<file path="config.mk">
export PLATFORM = sky130hd
export DESIGN_NAME = tx_slot_priority_arbiter
export DESIGN_NICKNAME = d
export VERILOG_FILES = /design/src/design/txsa_pkg.sv /design/src/design/txsa_cmp.sv /design/src/design/tx_slot_priority_arbiter.sv
export VERILOG_INCLUDE_DIRS = /design/src /design/src/design
export SDC_FILE = /design/constraint.sdc
export NUM_CORES = 1
export LEC_CHECK = 0
export BUFFER_PORTS_ARGS = -buffer_cell sky130_fd_sc_hd__clkbuf_2
export CAP_MARGIN = 20
export CORE_UTILIZATION = 45
export CTS_CLUSTER_DIAMETER = 120
export DETAILED_ROUTE_END_ITERATION = 7
export HOLD_SLACK_MARGIN = 0.1
export PLACE_DENSITY_LB_ADDON = 0.12
export SLEW_MARGIN = 20
export SYNTH_ARGS = -nofsm -noshare
export SYNTH_HDL_FRONTEND = slang
export SYNTH_SLANG_ARGS = --single-unit
export TNS_END_PERCENT = 100
</file>
<file path="constraint.sdc">
create_clock -name clock -period 19 [get_ports clock]
set_clock_uncertainty 0.15 [all_clocks]
set_input_delay 3.8 -clock clock [delete_from_list [all_inputs] [get_ports clock]]
set_output_delay 3.8 -clock clock [all_outputs]
set_load 0.01 [all_outputs]
</file>
<file path="src/design/tx_slot_priority_arbiter_defines.svh">
// Assertion macros for the transmit slot arbiter top level.
`ifndef TX_SLOT_PRIORITY_ARBITER_DEFINES_SVH
`define TX_SLOT_PRIORITY_ARBITER_DEFINES_SVH

`ifndef ASSERT_OFF

// Checked outside reset.
`define TXSA_ASSERT(name, prop, msg) \
   name: assert property (@(posedge clock) disable iff (reset) prop) else $error(msg);

// Checked in every cycle, reset included.
`define TXSA_ASSERT_RST(name, prop, msg) \
   name: assert property (@(posedge clock) prop) else $error(msg);

`else

`define TXSA_ASSERT(name, prop, msg)
`define TXSA_ASSERT_RST(name, prop, msg)

`endif

`endif

</file>
<file path="src/design/txsa_pkg.sv">
// Shared types, widths and helpers for the transmit slot arbiter.
package txsa_pkg;

   localparam int SLOT_COUNT_DEF = 4;

   localparam int PRIO_W   = 2;
   localparam int CLASS_W  = 2;
   localparam int KIND_W   = 3;
   localparam int LEN_W    = 8;
   localparam int SEQ_W    = 16;
   localparam int STARV_W  = 16;
   localparam int TIME_W   = 32;
   localparam int IDX_W    = 2;
   localparam int STATUS_W = 2;

   typedef enum logic [STATUS_W-1:0] {
      STATUS_DONE    = 2'd0,
      STATUS_EMPTY   = 2'd1,
      STATUS_TOO_BIG = 2'd2
   } txsa_status_type;

   typedef enum logic {
      OP_ENQUEUE = 1'b0,
      OP_DEQUEUE = 1'b1
   } txsa_op_type;

   // Ordering key of one slot, as seen by the compare unit.
   typedef struct packed {
      logic [PRIO_W-1:0]  prio;
      logic [CLASS_W-1:0] cls;
      logic [STARV_W-1:0] starv;
      logic [TIME_W-1:0]  created;
   } txsa_key_type;

   // Starvation count step that saturates at all ones.
   function automatic logic [STARV_W-1:0] bump_count(input logic [STARV_W-1:0] c);
      bump_count = (c == '1) ? c : c + STARV_W'(1);
   endfunction

endpackage

</file>
<file path="src/design/txsa_cmp.sv">
// Shared slot compare unit: tells whether a candidate slot outranks the current best.
module txsa_cmp
   import txsa_pkg::*;
(
   input  txsa_key_type cand,
   input  txsa_key_type best,
   output logic         beats
);

   // Lower priority wins, then lower class, then more starvation, then older.
   always_comb begin
      priority if (cand.prio != best.prio) begin
         beats = cand.prio < best.prio;
      end else if (cand.cls != best.cls) begin
         beats = cand.cls < best.cls;
      end else if (cand.starv != best.starv) begin
         beats = cand.starv > best.starv;
      end else begin
         beats = cand.created < best.created;
      end
   end

endmodule

</file>
<file path="src/design/tx_slot_priority_arbiter.sv">
// Top level of the transmit slot arbiter with starvation aging.
//
// Usage: drive an item on the req_ ports and raise start while busy is low;
// the item is taken at that clock edge. req_operation selects an enqueue
// (write one slot) or a dequeue (pick the best present slot and release it
// if its frame fits req_dest_capacity). Exactly one result comes back per
// item: rsp_valid is high for one cycle with the rsp_ fields, and the
// receiver must take it then, as it cannot stall the block.
// Sequence: an enqueue goes from idle to the finish state, which writes its
// slot and registers the result. A dequeue walks the slots one per cycle
// through a single compare unit, then commits in the finish state, which
// registers its result. busy is low again in the cycle that shows the
// result, so the next item may start right then. One item is in flight
// at a time.
// Reset (synchronous, active high) marks every slot empty, returns the
// sequencer to idle and drops rsp_valid; slot contents are not cleared.
`include "tx_slot_priority_arbiter_defines.svh"

module tx_slot_priority_arbiter
   import txsa_pkg::*;
#(
   parameter int SLOT_COUNT = SLOT_COUNT_DEF
) (
   input  logic                clock,
   input  logic                reset,
   input  logic                start,
   output logic                busy,
   input  logic                req_operation,
   input  logic [IDX_W-1:0]    req_slot_index,
   input  logic [PRIO_W-1:0]   req_priority_level,
   input  logic [CLASS_W-1:0]  req_effort_class,
   input  logic [KIND_W-1:0]   req_packet_kind,
   input  logic [LEN_W-1:0]    req_frame_length,
   input  logic [TIME_W-1:0]   req_now_time,
   input  logic [SEQ_W-1:0]    req_ref_sequence,
   input  logic [LEN_W-1:0]    req_dest_capacity,
   output logic                rsp_valid,
   output logic [STATUS_W-1:0] rsp_status_code,
   output logic [IDX_W-1:0]    rsp_winner_slot,
   output logic [KIND_W-1:0]   rsp_out_packet_kind,
   output logic [LEN_W-1:0]    rsp_out_frame_length,
   output logic [SEQ_W-1:0]    rsp_out_ref_sequence,
   output logic                rsp_any_pending
);

   localparam int SLOT_W = $clog2(SLOT_COUNT);

   typedef enum logic [1:0] {
      ST_IDLE,
      ST_SCAN,
      ST_FINISH
   } state_type;

   typedef struct packed {
      txsa_op_type        op;
      logic [IDX_W-1:0]   slot;
      logic [PRIO_W-1:0]  prio;
      logic [CLASS_W-1:0] cls;
      logic [KIND_W-1:0]  kind;
      logic [LEN_W-1:0]   len;
      logic [TIME_W-1:0]  now;
      logic [SEQ_W-1:0]   seq;
      logic [LEN_W-1:0]   cap;
   } req_type;

   typedef struct packed {
      logic               found;
      logic [SLOT_W-1:0]  idx;
      txsa_key_type       key;
      logic [LEN_W-1:0]   len;
      logic [KIND_W-1:0]  kind;
      logic [SEQ_W-1:0]   seq;
   } best_type;

   // Slot storage.
   logic [SLOT_COUNT-1:0] present_ff, present_in;
   logic [PRIO_W-1:0]     prio_ff    [SLOT_COUNT];
   logic [PRIO_W-1:0]     prio_in    [SLOT_COUNT];
   logic [CLASS_W-1:0]    class_ff   [SLOT_COUNT];
   logic [CLASS_W-1:0]    class_in   [SLOT_COUNT];
   logic [KIND_W-1:0]     kind_ff    [SLOT_COUNT];
   logic [KIND_W-1:0]     kind_in    [SLOT_COUNT];
   logic [SEQ_W-1:0]      seq_ff     [SLOT_COUNT];
   logic [SEQ_W-1:0]      seq_in     [SLOT_COUNT];
   logic [LEN_W-1:0]      len_ff     [SLOT_COUNT];
   logic [LEN_W-1:0]      len_in     [SLOT_COUNT];
   logic [STARV_W-1:0]    starv_ff   [SLOT_COUNT];
   logic [STARV_W-1:0]    starv_in   [SLOT_COUNT];
   logic [TIME_W-1:0]     created_ff [SLOT_COUNT];
   logic [TIME_W-1:0]     created_in [SLOT_COUNT];

   // Sequencer and result registers.
   state_type         state_ff, state_in;
   logic [SLOT_W-1:0] scan_ff, scan_in;
   req_type           req_ff, req_in;
   best_type          best_ff, best_in;
   logic              rsp_valid_ff, rsp_valid_in;
   txsa_status_type   rsp_status_ff, rsp_status_in;
   logic [IDX_W-1:0]  rsp_winner_ff, rsp_winner_in;
   logic [KIND_W-1:0] rsp_kind_ff, rsp_kind_in;
   logic [LEN_W-1:0]  rsp_len_ff, rsp_len_in;
   logic [SEQ_W-1:0]  rsp_seq_ff, rsp_seq_in;
   logic              rsp_any_ff, rsp_any_in;

   txsa_key_type cand_key;
   logic         cand_beats;
   logic         too_big;
   logic         enq_commit;
   logic         deq_commit;

   // Candidate slot read at the scan pointer.
   always_comb begin
      cand_key.prio    = prio_ff[scan_ff];
      cand_key.cls     = class_ff[scan_ff];
      cand_key.starv   = starv_ff[scan_ff];
      cand_key.created = created_ff[scan_ff];
   end

   txsa_cmp u_cmp (
      .cand  (cand_key),
      .best  (best_ff.key),
      .beats (cand_beats)
   );

   // Commit conditions of the finishing cycle.
   always_comb begin
      too_big    = best_ff.len > req_ff.cap;
      enq_commit = (state_ff == ST_FINISH) && (req_ff.op == OP_ENQUEUE)
                   && (int'(req_ff.slot) < SLOT_COUNT);
      deq_commit = (state_ff == ST_FINISH) && (req_ff.op == OP_DEQUEUE)
                   && best_ff.found && !too_big;
   end

   // Per-slot update: enqueue writes its slot (aging it if already present), a send frees the winner and ages the rest.
   always_comb begin
      present_in = present_ff;
      for (int i = 0; i < SLOT_COUNT; i++) begin
         prio_in[i]    = prio_ff[i];
         class_in[i]   = class_ff[i];
         kind_in[i]    = kind_ff[i];
         seq_in[i]     = seq_ff[i];
         len_in[i]     = len_ff[i];
         starv_in[i]   = starv_ff[i];
         created_in[i] = created_ff[i];
         if (enq_commit && (int'(req_ff.slot) == i)) begin
            if (present_ff[i]) begin
               starv_in[i] = bump_count(starv_ff[i]);
            end else begin
               starv_in[i]   = '0;
               created_in[i] = req_ff.now;
            end
            present_in[i] = 1'b1;
            prio_in[i]    = req_ff.prio;
            class_in[i]   = req_ff.cls;
            kind_in[i]    = req_ff.kind;
            len_in[i]     = req_ff.len;
            seq_in[i]     = req_ff.seq;
         end else if (deq_commit) begin
            if (best_ff.idx == SLOT_W'(i)) begin
               present_in[i] = 1'b0;
            end else if (present_ff[i]) begin
               starv_in[i] = bump_count(starv_ff[i]);
            end
         end
      end
   end

   // Slot registers; only the presence bits need a reset.
   always_ff @(posedge clock) begin
      if (reset) begin
         present_ff <= '0;
      end else begin
         present_ff <= present_in;
      end
      prio_ff    <= prio_in;
      class_ff   <= class_in;
      kind_ff    <= kind_in;
      seq_ff     <= seq_in;
      len_ff     <= len_in;
      starv_ff   <= starv_in;
      created_ff <= created_in;
   end

   // Sequencer: take an item, walk the slots for a dequeue, then commit and report.
   always_comb begin
      state_in      = state_ff;
      scan_in       = scan_ff;
      req_in        = req_ff;
      best_in       = best_ff;
      rsp_valid_in  = 1'b0;
      rsp_status_in = rsp_status_ff;
      rsp_winner_in = rsp_winner_ff;
      rsp_kind_in   = rsp_kind_ff;
      rsp_len_in    = rsp_len_ff;
      rsp_seq_in    = rsp_seq_ff;
      rsp_any_in    = rsp_any_ff;
      unique case (state_ff)
         ST_IDLE: begin
            if (start) begin
               req_in.op     = txsa_op_type'(req_operation);
               req_in.slot   = req_slot_index;
               req_in.prio   = req_priority_level;
               req_in.cls    = req_effort_class;
               req_in.kind   = req_packet_kind;
               req_in.len    = req_frame_length;
               req_in.now    = req_now_time;
               req_in.seq    = req_ref_sequence;
               req_in.cap    = req_dest_capacity;
               best_in.found = 1'b0;
               scan_in       = '0;
               state_in      = (req_operation == OP_DEQUEUE) ? ST_SCAN : ST_FINISH;
            end
         end
         ST_SCAN: begin
            if (present_ff[scan_ff] && (!best_ff.found || cand_beats)) begin
               best_in.found = 1'b1;
               best_in.idx   = scan_ff;
               best_in.key   = cand_key;
               best_in.len   = len_ff[scan_ff];
               best_in.kind  = kind_ff[scan_ff];
               best_in.seq   = seq_ff[scan_ff];
            end
            if (scan_ff == SLOT_W'(SLOT_COUNT - 1)) begin
               state_in = ST_FINISH;
            end else begin
               scan_in = scan_ff + SLOT_W'(1);
            end
         end
         ST_FINISH: begin
            rsp_valid_in  = 1'b1;
            rsp_status_in = STATUS_DONE;
            rsp_winner_in = '0;
            rsp_kind_in   = '0;
            rsp_len_in    = '0;
            rsp_seq_in    = '0;
            rsp_any_in    = |present_in;
            if (req_ff.op == OP_DEQUEUE) begin
               if (!best_ff.found) begin
                  rsp_status_in = STATUS_EMPTY;
               end else if (too_big) begin
                  rsp_status_in = STATUS_TOO_BIG;
                  rsp_winner_in = IDX_W'(best_ff.idx);
               end else begin
                  rsp_winner_in = IDX_W'(best_ff.idx);
                  rsp_kind_in   = best_ff.kind;
                  rsp_len_in    = best_ff.len;
                  rsp_seq_in    = best_ff.seq;
               end
            end
            state_in = ST_IDLE;
         end
         default: begin
            state_in = ST_IDLE;
         end
      endcase
   end

   always_ff @(posedge clock) begin
      if (reset) begin
         state_ff     <= ST_IDLE;
         rsp_valid_ff <= 1'b0;
      end else begin
         state_ff     <= state_in;
         rsp_valid_ff <= rsp_valid_in;
      end
      scan_ff       <= scan_in;
      req_ff        <= req_in;
      best_ff       <= best_in;
      rsp_status_ff <= rsp_status_in;
      rsp_winner_ff <= rsp_winner_in;
      rsp_kind_ff   <= rsp_kind_in;
      rsp_len_ff    <= rsp_len_in;
      rsp_seq_ff    <= rsp_seq_in;
      rsp_any_ff    <= rsp_any_in;
   end

   assign busy                 = (state_ff != ST_IDLE);
   assign rsp_valid            = rsp_valid_ff;
   assign rsp_status_code      = rsp_status_ff;
   assign rsp_winner_slot      = rsp_winner_ff;
   assign rsp_out_packet_kind  = rsp_kind_ff;
   assign rsp_out_frame_length = rsp_len_ff;
   assign rsp_out_ref_sequence = rsp_seq_ff;
   assign rsp_any_pending      = rsp_any_ff;

   // A result strobe only follows a finishing cycle.
   `TXSA_ASSERT(a_rsp_after_finish, rsp_valid |-> $past(state_ff == ST_FINISH), "result strobe without a finishing cycle")
   // A frame that does not fit leaves every slot in place.
   `TXSA_ASSERT(a_blocked_keeps_slots, rsp_valid && (rsp_status_code == STATUS_TOO_BIG) |-> $stable(present_ff), "blocked frame changed slot presence")
   // An empty report means no slot is held.
   `TXSA_ASSERT(a_empty_means_none, rsp_valid && (rsp_status_code == STATUS_EMPTY) |-> !rsp_any_pending && (present_ff == '0), "empty report with slots held")
   // The slot walk never leaves the slot range.
   `TXSA_ASSERT(a_scan_in_range, (state_ff == ST_SCAN) |-> (int'(scan_ff) < SLOT_COUNT), "scan pointer beyond last slot")
   // Right after reset the block is idle and silent.
   `TXSA_ASSERT_RST(a_reset_idle, $past(reset) |-> !busy && !rsp_valid, "block active right after reset")

endmodule
</file>
# Yosys cells after proc, flatten, opt, wreduce, memory -nomap -nowiden
# Index checks and enable logic that the tools add are counted.
# op_classes
n_addsub	5
magnitude_cmp	7
n_eq_ne	24
muxes	75
bitwise	7
reduce_logical	41
# ops
op	n
2-to-1 mux 16 bit	28
2-to-1 mux 82 bit	1
adder 16 x 1 -> 16 bit (second input constant)	4
binary-select mux 16 bit (select 2 bit)	2
binary-select mux 32 bit (select 2 bit)	1
== test 16 bit (second input constant)	4
2-to-1 mux 32 bit	2
< comparator 32 bit	1
2-to-1 mux 2 bit	10
nonzero test 2 bit	10
2-to-1 mux 1 bit	19
AND reduction 3 bit	6
binary-select mux 8 bit (select 2 bit)	1
greater-than comparator 16 bit	1
2-to-1 mux 8 bit	2
!= test 16 bit	1
!= test 2 bit (second input constant)	8
AND reduction 2 bit	8
== test 2 bit (second input constant)	6
logical AND 1 bit	9
binary-select mux 2 bit (select 2 bit)	2
greater-than comparator 8 bit	1
one-hot mux 2 bit (2 select lines)	2
binary-select mux 3 bit (select 2 bit)	1
other kinds (16)	29
# word_totals
register_bits	513
in_bits	77
out_inout_bits	34
wordCells	216

# Depth between registers and ports, before layout
# Gate-level depths: netlist (run 1).
# depth
ltp_word	12
depth_mapped	11

# Modules after synthesis
# From an unflattened synthesis (run 1), not the netlist that was laid out.
# unflattened
cells_unflattened	1204
hier_area_um2	21087.7
# modules_own_cells
module	n_inst	cells_each	area_each_um2	seq_area_each_um2
tx_slot_priority_arbiter	1	1025	19799.0	15334.7
txsa_cmp	1	179	1288.7	0.0

# Least setup slack after synthesis (run 1)
# Ideal clock, no wire load.
# synth_timing
path_kind	reg2reg
start	reg scan_ff[0]
end	reg best_ff[0] in the netlist's numbering, enable pin
setup_time_ns	0.569
arrival_time_ns	7.219
required_time_ns	18.281
path_slack_ns	11.062
path_stages_with_launch	12
n_path_buf	3
path_cell_list	edfxtp_1 > clkbuf_1 > buf_2 > buf_2 > mux4_2 > ha_1 > and4_1 > o21ai_0 > nor4b_1 > o22ai_1 > a21oi_1 > a31oi_1
# synth_rtl
element	line	rtl
start, declared	tx_slot_priority_arbiter.sv:94	logic [SLOT_W-1:0] scan_ff, scan_in;
start signal, assigned	tx_slot_priority_arbiter.sv:266	scan_ff <= scan_in;
end signal, assigned	tx_slot_priority_arbiter.sv:268	best_ff <= best_in;
end, declared	tx_slot_priority_arbiter.sv:96	best_type best_ff, best_in;

# Worst setup path after layout (run 1)
# layout_timing
start	reg state_ff[1]
end	out busy
# layout_between
elab_chain_cells	1
# layout_rtl
element	line	rtl
start, declared	tx_slot_priority_arbiter.sv:93	state_type state_ff, state_in;
start signal, assigned	tx_slot_priority_arbiter.sv:263	state_ff <= state_in;
nonzero test 2 bit	tx_slot_priority_arbiter.sv:277	assign busy = (state_ff != ST_IDLE);
end, declared	tx_slot_priority_arbiter.sv:27	output logic busy,
# Every way passes these cells.

==> flow_summary.json, run 1 <==
{
  "cts.path.max_buffers": 3,
  "drc": 0,
  "power.density_cell_area_mw_per_mm2": 104,
  "synth-seq-cells": 513,
  "remaining_global_route_overflow": 0,
  "power.share.clock_pct": 43.5,
  "placeableCoreArea_mm2": 0.0457,
  "critical_path.max_fanout": 9,
  "h-tree-depth": 2,
  "synth_nets": 1334,
  "min_period_ps": 5450,
  "cts_made_buffers": 53,
  "grt_max_degree": 68,
  "timing.final.crit_share_pct": 28.7,
  "layout.filler_cells": 3699,
  "avgSynthCellArea_um2": 17.5,
  "drive_gt1_share_pct": 21.7,
  "cell_internal_pwr_mw": 1.99,
  "clock_sinks": 513,
  "irDropWorstVdd_mv": 0.0933,
  "cts.reportedPaths.clkPinSlew_ps": 60,
  "post_synth_num_cell_types": 60,
  "grt_first_pass_wirelength_um": 63600,
  "setup_violations": 0,
  "fin_cells": 1983,
  "first_global_vias": 11000,
  "finalHoldWorstSlack_ps": 342,
  "power_switching_mw": 0.515,
  "area.growth.synth_to_final_pct": 15.0,
  "grt_setup_unrepaired": "false",
  "crit_path_start_kind": "register",
  "max-slew-margin-rel_pct": 27.0,
  "pin_count": 111,
  "syn-cell-area_mm2": 0.0209,
  "place_inst": 1883,
  "run_status": "complete, no violations",
  "starting_density_of_the_core_pct": 45.8,
  "worst_ep_required_time_ps": 15050,
  "drt_first_pass_iters": 5,
  "min-delay-path-class": "reg2reg",
  "worst_setup_path_end_kind": "primary output",
  "setup-tns-final_ps": 0,
  "final_hold_viol_count": 0,
  "yosys_warnings": 0,
  "place_hpwl_um": 24800,
  "std_cell_rows": 78,
  "combPwrFrac_pct": 5.0,
  "gr-max-usage-layer": "met2",
  "synth.yosys.seq_area_share_pct": 73.3,
  "wl_um": 41100,
  "ys_async_sr_fraction_pct": 0,
  "grt_use_total_pct": 17.8,
  "final_util_pct": 52.7,
  "dominantRegCellSynth": "sky130_fd_sc_hd__edfxtp_1",
  "wire_per_inst_um": 20.7,
  "worstSetupPathType": "reg2out",
  "final_nets": 1479,
  "first_iter_violations": 701,
  "die_y_um": 218,
  "cts.repair_timing.setup_buffer_count": 0,
  "dieArea_mm2": 0.0474,
  "postCtsHoldBufs": 0,
  "met2_usage_pct": 28.2,
  "viasPerCell": 5.41,
  "p_total_mw": 2.51,
  "clock_tree.root_cell": "sky130_fd_sc_hd__clkbuf_16",
  "cts_tree": "built",
  "cp_data_arrival_time_ps": 1500,
  "via_count": 10700,
  "grt_use_met1_pct": 25.0,
  "worst_skew_pair.late_latency_ps": 600,
  "max_cap_viol_count": 0,
  "routabilityCongestion": 0.799,
  "groute.layer.met3.usage_pct": 3.25,
  "achievable-frequency_mhz": 183,
  "buffer_ports.inserted": 110,
  "die-width_um": 218,
  "pwr-share-seq_pct": 51.5,
  "postSynthCellCount": 1193,
  "drv_slew": 0,
  "leakagePower_nw": 8.33,
  "grt_antenna_before_repair": 3,
  "timing_worst_slew_pin_value_ps": 1100,
  "antenna_left": 0,
  "sw_frac_of_total_pct": 20.5,
  "cts_repair_resize_count": 0,
  "synth_enable_flop_cells": 506
}
-- worst paths after layout --
check                      startpoint  slack (ps)               endpoint  cells after the start
min              req_ff[65]$_DFFE_PP_         340   kind_ff[7]$_DFFE_PP_                      0
max reg2reg  scan_ff[1]$_SDFFCE_PN0P_       13830  best_ff[72]$_DFFE_PP_                     10
max          state_ff[1]$_SDFFE_PP0P_       13550                   busy                      2
min reg2reg      req_ff[65]$_DFFE_PP_         340   kind_ff[7]$_DFFE_PP_                      0
-- sequential cells by signal (all words and copies together) (netlist names), 2 cells and up --
register,cells
kind_ff,12
prio_ff,8
best_ff,82
scan_ff,2
rsp_winner_slot,2
seq_ff,64
state_ff,2
rsp_out_packet_kind,3
rsp_out_ref_sequence,16
len_ff,32
present_ff,4
created_ff,128
rsp_status_code,2
rsp_out_frame_length,8
starv_ff,64
class_ff,8
req_ff,74
-- synth_stat cells (5+ instances only) --
library cell,number,area (µm²)
sky130_fd_sc_hd__a31oi_1,6,37.5
sky130_fd_sc_hd__nand4_1,26,163
sky130_fd_sc_hd__a211oi_1,9,67.6
sky130_fd_sc_hd__o21ai_0,15,75.1
sky130_fd_sc_hd__nand2_1,39,146
sky130_fd_sc_hd__nor2_1,77,289
sky130_fd_sc_hd__edfxtp_1,506,15200
sky130_fd_sc_hd__a21o_1,5,37.5
sky130_fd_sc_hd__xor2_1,27,236
sky130_fd_sc_hd__a21oi_1,39,195
sky130_fd_sc_hd__nor3_1,15,75.1
sky130_fd_sc_hd__inv_1,70,263
sky130_fd_sc_hd__mux4_2,79,1780
sky130_fd_sc_hd__buf_2,13,65.1
sky130_fd_sc_hd__nor2b_1,33,206
sky130_fd_sc_hd__or3_1,6,37.5
sky130_fd_sc_hd__nand2b_1,9,56.3
sky130_fd_sc_hd__and4_1,9,78.8
sky130_fd_sc_hd__dfxtp_1,7,140
sky130_fd_sc_hd__and3_1,17,106
sky130_fd_sc_hd__ha_1,64,801
sky130_fd_sc_hd__nand3_1,32,160
sky130_fd_sc_hd__xnor2_1,15,131
sky130_fd_sc_hd__clkbuf_1,14,52.6
-- per-stage QoR --
stage | instance area, µm² | setup WS (ps)
after global routing | 24100 | 13460
final | 24100 | 13550
after CTS | 24100 | 13510
after global placement | 22200 | 12990
after floorplan | 20900 | 11060
after detailed placement | 22200 | 12970
-- logic make-up after synthesis --
logic type	Yosys count	synth area share (%)
flip-flops	513	73.3
XOR/XNOR	42	1.76
buffers and inverters	106	2.18
multiplexers	83	8.77
AND/OR/NAND/NOR	284	7.23
adder cells (fa/ha/maj)	64	3.83
AO/OA/AOI/OAI	101	2.98
-- power groups by stage --
stage	combinational, mW	sequential (mW)	clock, mW
6_report	0.126	1.29	1.09
5_1_grt	0.141	1.29	1.16
4_1_cts	0.130	1.29	1.12
3_5_place_dp	0.130	1.31	0
3_3_place_gp	0.129	1.31	0
2_1_floorplan	0.0887	1.31	0
-- layout by cell type (no fill, tap or decap), types with 3 or more instances in the layout --
cell / count
sky130_fd_sc_hd__a31oi_1: 5
sky130_fd_sc_hd__o21a_1: 4
sky130_fd_sc_hd__a211oi_1: 9
sky130_fd_sc_hd__o21ai_1: 3
sky130_fd_sc_hd__o22ai_1: 3
sky130_fd_sc_hd__a21o_1: 5
sky130_fd_sc_hd__a21oi_1: 39
sky130_fd_sc_hd__or3_1: 6
sky130_fd_sc_hd__inv_1: 70
sky130_fd_sc_hd__edfxtp_1: 506
sky130_fd_sc_hd__xnor2_1: 15
sky130_fd_sc_hd__and3_1: 17
sky130_fd_sc_hd__clkbuf_1: 10
sky130_fd_sc_hd__nand2b_1: 9
sky130_fd_sc_hd__nand2_1: 39
sky130_fd_sc_hd__nor3_1: 15
sky130_fd_sc_hd__a31o_2: 4
sky130_fd_sc_hd__o2111ai_1: 3
sky130_fd_sc_hd__o21ai_0: 15
sky130_fd_sc_hd__o32ai_1: 3
sky130_fd_sc_hd__nor2_1: 75
sky130_fd_sc_hd__ha_1: 64
sky130_fd_sc_hd__buf_4: 16
sky130_fd_sc_hd__clkinv_1: 12
sky130_fd_sc_hd__and4_1: 9
sky130_fd_sc_hd__nor2_4: 3
sky130_fd_sc_hd__nand4_1: 26
sky130_fd_sc_hd__mux4_2: 79
sky130_fd_sc_hd__clkbuf_2: 110
sky130_fd_sc_hd__mux2i_1: 3
sky130_fd_sc_hd__nor2b_1: 31
sky130_fd_sc_hd__clkinvlp_4: 3
sky130_fd_sc_hd__dfxtp_1: 7
sky130_fd_sc_hd__bufinv_16: 11
sky130_fd_sc_hd__clkinv_2: 7
sky130_fd_sc_hd__xor2_1: 27
sky130_fd_sc_hd__clkbuf_16: 53
sky130_fd_sc_hd__nand3_1: 32
-- worst max-delay path: stages (launching register included) --
cell and delay, ps:
sky130_fd_sc_hd__dfxtp_1 420, sky130_fd_sc_hd__or2_2 360, sky130_fd_sc_hd__clkbuf_2 130
-- layer usage --
layer  vias to the layer above  share of wire (%)  wire length, µm
li1                       4965                  -                -
met1                      5484                 46            18900
met2                       214                 47            19400
met3                        67                4.4             1820
met4                         6                2.2              923
met5                         -               0.11               45
-- layout make-up --
| cell class | instances | area [µm²] | area share, % |
|---|---|---|---|
| diodes | 1 | 2.50 | 0.0104 |
| multi-input cells | 574 | 5210 | 21.6 |
| clock buffers | 63 | 1360 | 5.67 |
| inverters | 70 | 263 | 1.09 |
| clock inverters | 36 | 474 | 1.97 |
| repair buffers | 126 | 671 | 2.79 |
| well taps | 600 | 751 | 3.12 |
| flip-flops and latches | 513 | 15300 | 63.7 |
No activity file was read; power rests on OpenSTA's default activity.
==> run 2, diff against run 1 <==
clock period = 4.7 ns   (was 19 ns; I/O delays follow)
==> run 2 against run 1 <==
Routed wire length grew 1.2%. Utilization grew 0.38 points. Sequential power grew to 4.0 times the previous value. Clock power grew to 4.1 times the previous value. Non-clock buffer count grew 6. Global-route usage grew 0.31 points. Sequential share of layout area shrank 0.45 points. Worst hold slack gained 6.2 ps. Clock-buffer cell count shrank 6. Cell area grew 0.72%. First-iteration DRC count grew 13%. Critical path depth grew 8. Critical path type is now reg2reg. Critical endpoint is now best_ff[17]$_DFFE_PP_. Highest routed layer unchanged.
==> flow_summary.json, run 2 (same netlist as run 1, synthesis figures left out) <==
{
  "cts.reportedPaths.clkPinSlew_ps": 60,
  "cell_chain_critical_path": "buf_12 -> mux4_2 -> ha_1 -> a21o_1 -> a21oi_1 -> a21oi_1 -> o21ai_0 -> o2111ai_1 -> a31oi_4 -> buf_12",
  "clock_sinks": 513,
  "clock_tree.root_cell": "sky130_fd_sc_hd__clkbuf_16",
  "antennaDiodeCount": 0,
  "min-delay-path-class": "reg2reg",
  "timing.hold.worst_endpoint": "kind_ff[1]$_DFFE_PP_",
  "wire_per_inst_um": 20.9,
  "timing.final.crit_share_pct": 86.0,
  "cts_repair_resize_count": 0,
  "pin_count": 111,
  "worst_path_max_delay_cell": "sky130_fd_sc_hd__edfxtp_1",
  "total_cell_area_at_the_placement_stage_mm2": 0.0223,
  "first_iter_violations": 793,
  "viasPerCell": 5.36,
  "mostFrequentLayoutCells": "506 x sky130_fd_sc_hd__edfxtp_1, 110 x sky130_fd_sc_hd__clkbuf_2, 79 x sky130_fd_sc_hd__mux4_2",
  "worstSetupPathType": "reg2reg",
  "worst_setup_path_end_kind": "register",
  "grt_max_degree": 82,
  "final_hold_viol_count": 0,
  "drv_slew": 0,
  "antenna_left": 0,
  "p_total_mw": 10.2,
  "worst_skew_pair.late_latency_ps": 600,
  "power.density_cell_area_mw_per_mm2": 423,
  "grt_setup_unrepaired": "false",
  "hold_path_depth": 0,
  "max-slew-margin-rel_pct": 31.1,
  "starting_density_of_the_core_pct": 45.8,
  "cp_num_cells": 10,
  "buffer_ports.inserted": 110,
  "reg_top3": "created_ff (128), best_ff (82), req_ff (74)",
  "r2r.worst_path.cells": 10,
  "final_util_pct": 53.1,
  "cp_data_arrival_time_ps": 4130,
  "area.growth.synth_to_final_pct": 15.8,
  "wl_um": 41600,
  "worst_r2r_startpoint": "scan_ff[0]$_SDFFCE_PN0P_",
  "critical_path.max_fanout": 81,
  "timing_worst_slew_pin_value_ps": 1030,
  "setup.reg_to_reg.worst_slack_ps": 660,
  "std_cell_rows": 78,
  "min_period_ps": 4040,
  "cts.repair_timing.setup_buffer_count": 0,
  "die-width_um": 218,
  "max_cap_viol_count": 0,
  "final_nets": 1485,
  "first_global_vias": 11000,
  "drt_first_pass_iters": 5,
  "postCtsHoldBufs": 0,
  "placeableCoreArea_mm2": 0.0457,
  "dieArea_mm2": 0.0474,
  "cts_tree": "built",
  "routabilityCongestion": 0.834,
  "run_status": "complete, no violations",
  "grt_first_pass_wirelength_um": 64200,
  "largest_reg_flops": 128,
  "mostFrequentLayoutCell": "sky130_fd_sc_hd__edfxtp_1",
  "grt_antenna_before_repair": 3,
  "place_hpwl_um": 26000,
  "crit-reg2reg-capture": "best_ff[17]$_DFFE_PP_",
  "critical_path.max_stage_delay_ps": 680,
  "achievable-frequency_mhz": 247,
  "hold_path.startpoint": "req_ff[65]$_DFFE_PP_",
  "setup-tns-final_ps": 0,
  "cp_num_buf_inv": 2,
  "h-tree-depth": 2,
  "via_count": 10600,
  "worst_ep_required_time_ps": 4790,
  "grt_use_total_pct": 18.1,
  "die_y_um": 218,
  "cts_made_buffers": 53,
  "largest_register": "created_ff",
  "setup_violations": 0,
  "design_area_mm2": 0.0242,
  "remaining_global_route_overflow": 0,
  "cts.path.max_buffers": 3,
  "drc": 0,
  "crit_path_start_kind": "register",
  "drive_gt1_share_pct": 23.1,
  "leakagePower_nw": 8.42,
  "critical_path.top_delay_family": "compound AO/OA/AOI/OAI gates",
  "irDropWorstVdd_mv": 0.355
}
-- run 2: cell types whose count changed in the layout (fill, tap and decap cells not counted), moves of 4 or more --
cell / change
sky130_fd_sc_hd__clkinv_1: -8
sky130_fd_sc_hd__clkinv_2: +8
sky130_fd_sc_hd__buf_12: +6
sky130_fd_sc_hd__clkinvlp_4: +4
sky130_fd_sc_hd__clkbuf_1: -7
-- run 2: worst max path at each step --
| stage | from | endpoint |
|---|---|---|
| global route | scan_ff[0]$_SDFFCE_PN0P_ | best_ff[17]$_DFFE_PP_ |
| detailed placement | scan_ff[0]$_SDFFCE_PN0P_ | best_ff[22]$_DFFE_PP_ |
| global placement | scan_ff[0]$_SDFFCE_PN0P_ | best_ff[21]$_DFFE_PP_ |
| finish | scan_ff[0]$_SDFFCE_PN0P_ | best_ff[17]$_DFFE_PP_ |
| floorplan | scan_ff[0]$_SDFFCE_PN0P_ | best_ff[0]$_DFFE_PP_ |
| CTS | scan_ff[0]$_SDFFCE_PN0P_ | best_ff[17]$_DFFE_PP_ |
-- run 2: routing by layer --
layer / track usage, % / routed length (µm) / up-vias
li1: - / - / 4991
met2: 29.6 / 20000 / 233
met1: 24.6 / 18600 / 5363
met3: 3.44 / 2070 / 54
met5: 0 / 27 / -
met4: 5.54 / 839 / 4
-- run 2: worst reg2reg max path, delay by kind of cell, from the launching register on --
kind	cells	cell delay, ps
adder cells (fa/ha/maj)	1	330
flip-flops	1	680
AO/OA/AOI/OAI	6	1220
buffers and inverters	2	710
multiplexers	1	540
-- run 2: area by class of cell --
class	instances	area, µm²
Multi-Input combinational cell	574	5210
Fill cell	3744	21400
Sequential cell	513	15300
Clock buffer	57	1360
Tap cell	600	751
Clock inverter	41	529
Timing Repair Buffer	132	791
Inverter	70	263
-- run 2: where the power goes --
group | internal, mW | leakage [nW] | switching, mW | total [mW]
Clock | 2.72 | 0.917 | 1.79 | 4.51
Sequential | 5.14 | 4.66 | 0.0696 | 5.21
Combinational | 0.245 | 2.84 | 0.281 | 0.526
-- run 2: per-stage QoR --
stage               hold WS [ps]  setup WS (ps)  instances
floorplan                    302           23.6       1193
global placement             322            632       1889
detailed placement           338            626       1889
CTS                          321            620       1987
global route                 337            435       1987
finish                       348            658       1987
